[config.mk]
export PLATFORM = sky130hd
export DESIGN_NAME = stp_cfg_regs
export DESIGN_NICKNAME = d
export VERILOG_FILES = /design/src/rtl/similarity_transform_point_core_macros.svh /design/src/rtl/stp_pkg.sv /design/src/rtl/stp_cfg_regs.sv
export SDC_FILE = /design/constraint.sdc
export NUM_CORES = 1
export LEC_CHECK = 0
export BUFFER_PORTS_ARGS = -buffer_cell sky130_fd_sc_hd__buf_2
export CORE_UTILIZATION = 57
export CTS_BUF_LIST = sky130_fd_sc_hd__clkbuf_8
export DETAILED_ROUTE_END_ITERATION = 7
export PLACE_DENSITY = 0.84
export SETUP_SLACK_MARGIN = 0.3
export SYNTH_ARGS = -nofsm -noshare
export SYNTH_HDL_FRONTEND = slang
export SYNTH_SLANG_ARGS = --single-unit
[constraint.sdc]
create_clock -name clk -period 1.5 [get_ports clk]
set_input_delay 0.075 -clock clk [delete_from_list [all_inputs] [get_ports clk]]
set_output_delay 0.075 -clock clk [all_outputs]
set_load 0.03 [all_outputs]
[src/rtl/similarity_transform_point_core_macros.svh]
// Assertion helpers for the similarity transform core.
// Both use the core's clk and arst_n and are disabled while reset is asserted.
`ifndef SIMILARITY_TRANSFORM_POINT_CORE_MACROS_SVH
`define SIMILARITY_TRANSFORM_POINT_CORE_MACROS_SVH

// The consequent must hold in the same cycle as the antecedent.
`define STP_ASSERT_SAME(label, ante, cons, msg) \
	label: assert property (@(posedge clk) disable iff (!arst_n) (ante) |-> (cons)) \
		else $error(msg);

// The consequent must hold in the cycle after the antecedent.
`define STP_ASSERT_NEXT(label, ante, cons, msg) \
	label: assert property (@(posedge clk) disable iff (!arst_n) (ante) |=> (cons)) \
		else $error(msg);

`endif

[src/rtl/stp_pkg.sv]
package stp_pkg;

	// Number formats.
	localparam int COORD_W    = 32;
	localparam int COORD_FRAC = 16;
	localparam int ROT_FRAC   = 30;
	localparam int ROT_W      = ROT_FRAC + 2;
	localparam int SCALE_W    = COORD_W;

	// Configuration port.
	localparam int NUM_REGS   = 8;
	localparam int CFG_IDX_W  = $clog2(NUM_REGS);
	localparam int CFG_DATA_W = (COORD_W > ROT_W) ? COORD_W : ROT_W;

	localparam logic [CFG_IDX_W-1:0] REG_SCALE   = CFG_IDX_W'(0);
	localparam logic [CFG_IDX_W-1:0] REG_ROT_W   = CFG_IDX_W'(1);
	localparam logic [CFG_IDX_W-1:0] REG_ROT_X   = CFG_IDX_W'(2);
	localparam logic [CFG_IDX_W-1:0] REG_ROT_Y   = CFG_IDX_W'(3);
	localparam logic [CFG_IDX_W-1:0] REG_ROT_Z   = CFG_IDX_W'(4);
	localparam logic [CFG_IDX_W-1:0] REG_SHIFT_X = CFG_IDX_W'(5);
	localparam logic [CFG_IDX_W-1:0] REG_SHIFT_Y = CFG_IDX_W'(6);
	localparam logic [CFG_IDX_W-1:0] REG_SHIFT_Z = CFG_IDX_W'(7);

	// Datapath widths. Matrix entries are split into two limbs for the
	// matrix-vector products, and row sums into three limbs for the scale.
	localparam int PROD_W  = 2 * ROT_W;
	localparam int MAT_W   = PROD_W + 2;
	localparam int SPLIT_W = (MAT_W + 1) / 2;
	localparam int MHI_W   = MAT_W - SPLIT_W;
	localparam int PHI_W   = MHI_W + COORD_W;
	localparam int PLO_W   = SPLIT_W + 1 + COORD_W;
	localparam int ROW_W   = MAT_W + COORD_W + 2;
	localparam int A2_W    = ROW_W - 2 * SPLIT_W;
	localparam int UP_W    = SPLIT_W + SCALE_W;
	localparam int SP2_W   = A2_W + SCALE_W + 1;
	localparam int TOT_W   = ROW_W + SCALE_W + 2;
	localparam int RND_SH  = 2 * ROT_FRAC + COORD_FRAC;

	typedef logic signed [COORD_W-1:0] coord_t;
	typedef logic signed [ROT_W-1:0]   rot_t;
	typedef logic        [SCALE_W-1:0] scale_t;
	typedef logic signed [PROD_W-1:0]  prod_t;
	typedef logic signed [MAT_W-1:0]   mat_entry_t;
	typedef logic signed [ROW_W-1:0]   row_t;
	typedef logic signed [TOT_W-1:0]   tot_t;

	localparam coord_t COORD_MAX = {1'b0, {(COORD_W-1){1'b1}}};
	localparam coord_t COORD_MIN = {1'b1, {(COORD_W-1){1'b0}}};
	localparam scale_t SCALE_ONE = SCALE_W'(1) << COORD_FRAC;
	localparam rot_t   ROT_ONE   = ROT_W'(1) << ROT_FRAC;

	typedef struct packed {
		coord_t point_x;
		coord_t point_y;
		coord_t point_z;
	} point_t;

	typedef struct packed {
		coord_t out_x;
		coord_t out_y;
		coord_t out_z;
		logic   saturated;
	} result_t;

	typedef struct packed {
		scale_t scale_factor;
		rot_t   rot_w;
		rot_t   rot_x;
		rot_t   rot_y;
		rot_t   rot_z;
		coord_t shift_x;
		coord_t shift_y;
		coord_t shift_z;
	} cfg_t;

endpackage

[src/rtl/stp_cfg_regs.sv]
module stp_cfg_regs (
	input  logic                           clk,
	input  logic                           arst_n,
	input  logic                           cfg_we,
	input  logic [stp_pkg::CFG_IDX_W-1:0]  cfg_idx,
	input  logic [stp_pkg::CFG_DATA_W-1:0] cfg_data,
	output stp_pkg::cfg_t                  cfg
);
	import stp_pkg::*;

	cfg_t cfg_q;

	// Register file: identity rotation, unit scale, no translation after reset.
	always_ff @(posedge clk or negedge arst_n) begin
		if (!arst_n) begin
			cfg_q.scale_factor <= SCALE_ONE;
			cfg_q.rot_w        <= ROT_ONE;
			cfg_q.rot_x        <= '0;
			cfg_q.rot_y        <= '0;
			cfg_q.rot_z        <= '0;
			cfg_q.shift_x      <= '0;
			cfg_q.shift_y      <= '0;
			cfg_q.shift_z      <= '0;
		end else if (cfg_we) begin
			case (cfg_idx)
				REG_SCALE:   cfg_q.scale_factor <= cfg_data[SCALE_W-1:0];
				REG_ROT_W:   cfg_q.rot_w        <= cfg_data[ROT_W-1:0];
				REG_ROT_X:   cfg_q.rot_x        <= cfg_data[ROT_W-1:0];
				REG_ROT_Y:   cfg_q.rot_y        <= cfg_data[ROT_W-1:0];
				REG_ROT_Z:   cfg_q.rot_z        <= cfg_data[ROT_W-1:0];
				REG_SHIFT_X: cfg_q.shift_x      <= cfg_data[COORD_W-1:0];
				REG_SHIFT_Y: cfg_q.shift_y      <= cfg_data[COORD_W-1:0];
				REG_SHIFT_Z: cfg_q.shift_z      <= cfg_data[COORD_W-1:0];
				default: ;
			endcase
		end
	end

	assign cfg = cfg_q;

endmodule

==> metrics <==
status=finished clean; Cell Rows=between 40 and 50; clk slew on worst S/H paths=about 70 ps; unrepaired setup endpoints after global routing=yes; placement-stage cell area=11,700 um^2; hold crit path type=input port to async pin; count of final hold-check violations=0; largest net degree at the start of global routing=71; first-pass GRT wire length=~40 mm; WP data arrival=~1200 ps; total CTS buffers=40; delay-heaviest family, CP=flip-flops; CTS sink cnt=approximately 260; Peak Freq=780 MHz; crit end category=primary output; number of max-cap violations=0; Die ar.=about 17,000 um^2; CP peak stage delay=about 550 ps; FILL cells=between 700 and 800; Max clock buf depth=3; Netlist cell types=11; Reg area=roughly 6400 um^2; cell taking the most area after synthesis=dfrtp_1; area occupied by multi-input gates=between 3000 and 4000 um^2; nets=about 990; Post-synth EDFFs=0; I/O Buffers=a little under 300; worst r2r src=cfg[141]; crit start category=flip-flop; CP Cell Sequence=buf_6; VDD IR max=around 1600 uV; Critical-path top delay cell=dfstp_2; ANT cells=0; initial antenna violation count=0; syn_area_per_cell=around 17 um^2; Pwr Total=roughly 0.024 W; Syn Inst Count=approximately 550; reg2reg path depth=3; min Tclk post-route=around 1300 ps; ys flop type=dfrtp_1; final setup fails=0; Root Driver=clkbuf_8; core area=approximately 17,000 um^2; most frequent cell after synthesis=dfrtp_1; CTS tree=yes; skew final=0 ps; Post-Layout Cell Count=around 1,200; final cycle utilization of the critical path=between 80 and 90%; slew margin rel.=approximately 70%; IO Pins=between 200 and 300; #FFs+latches synth=roughly 260; WP buf/inv=1; synth-to-layout area growth=43.6%; R2R setup slack=400 ps; Final Cell Area=13,800 um^2; Async SR Flop Fraction=between 90% and 100%; GR Overflow Total=0; Detail Placement HPWL=between 15 and 20 mm; vias in the first global route=just over 7,000; share of Yosys cell area claimed by the top area cell type=between 60% and 70%; synthesized area=between 9000 and 10,000 um^2; Skew-Pair Late Insertion Delay=~520 ps; reg2reg end=cfg[141]; GRT Total Usage=between 30% and 40%; final wirelength=28.3 mm; top cells by area, synth=dfrtp_1 66%, mux2_2 28%, buf_6 1.6%, mux2_1 1.5%, buf_2 0.88%; die width=~130 um; dpl cells=~1,100; DRC viols=0; sequential element share of the synthesized area=roughly two thirds; Worst Setup Path Type=flip-flop to primary output; wire per inst=between 20 and 25 um; Post-synth top cells=254 x dfrtp_1, 243 x mux2_2, 17 x buf_2; max FFs per register=between 200 and 300; stages on the worst setup path=1; Slew @ Worst Pin=435 ps; vias per inst=between 5 and 6; DR pass1 iterations=4; Vert. Die Dim=132 um; H-tree levels=2; Pleak=between 6 and 7 nW; PwrDens=about 1700 nW/um^2; DRT iter0 DRCs=290; Starting Density=58.2%; proportion of layout cells with a drive suffix above 1=between 60% and 70%; CP Max Fanout=2; post-synth net total=about 590; CP required=roughly 1400 ps; Hold WS=around 27 ps; max-slew violations=0; yosys warns=0; Final GP Congestion=between 0.8 and 0.9; Final ANT Viol Nets=0; routed vias=between 6,000 and 7,000
==> layout make-up <==
type                    instances  area share [%]
flip-flops and latches        256            46.4
multi-input cells             264            23.3
repair buffers                393            22.4
clock buffers                  52            5.18
well taps                     220            1.99
clock inverters                18           0.761
==> worst max path at each step <==
| stage | startpoint | endpoint | slack [ps] |
|---|---|---|---|
| 2_1_floorplan | cfg_idx[1] | cfg[229] | 260 |
| 3_3_place_gp | cfg_idx[2] | cfg[126] | 40 |
| 3_5_place_dp | cfg_idx[2] | cfg[126] | -20 |
| 4_1_cts | cfg[222] | cfg[222] | 210 |
| 5_1_grt | cfg[240] | cfg[240] | 190 |
| 6_report | cfg[222] | cfg[222] | 220 |
==> stage by stage <==
stage | worst slack, ps | utilization (%) | TNS (ps)
floorplan | 258 | - | 0
global placement | 35.2 | 70.8 | 0
detailed placement | -17.9 | 70.8 | -51.3
CTS | 205 | 78.9 | 0
global route | 188 | 83.6 | 0
finish | 218 | 83.6 | 0
==> routing by layer <==
metal	share of wire, %	track usage [%]
met5	0	0
met2	52	52.4
met4	3.2	13.0
met1	38	36.6
met3	7.1	8.73
==> cell families (layout without fill, tap and decap cells) <==
logic type	Yosys count	in the layout	share of synthesized area (%)
AND/OR/NAND/NOR	8	8	0.923
flip-flops	256	256	66.6
multiplexers	256	256	30.0
buffers and inverters	31	463	2.52
==> cells in the final DEF (no fill, tap or decap) <==
master and n:
and4bb_2 1, buf_12 13, buf_2 146, buf_4 130
buf_6 69, buf_8 1, bufinv_16 1, clkbuf_4 1
clkbuf_8 52, clkinv_2 6, clkinvlp_4 1, dfrtp_1 254
dfstp_2 2, dlygate4sd3_1 33, inv_1 10, mux2_1 7
mux2_2 192, mux2_4 57, nand4_1 1, nand4b_1 3
nor4b_4 1, nor4bb_4 2
==> what timing repair did <==
| item | 4_1_cts | 5_1_grt |
|---|---|---|
| endpoints found under the hold margin | 510 | 0 |
| setup endpoints to repair | 37 | 139 |
| buffers inserted | 8 | 38 |
| hold buffers | 33 | 0 |
| resized for setup | 49 | 274 |
==> report_power, final <==
group / internal [W] / total [W] / switching [W]
combinational: 0.00356 / 0.00847 / 0.00491
sequential: 0.00845 / 0.00950 / 0.00105
clock: 0.00328 / 0.00603 / 0.00275
Note: power is estimated with default switching activity, not from simulation.
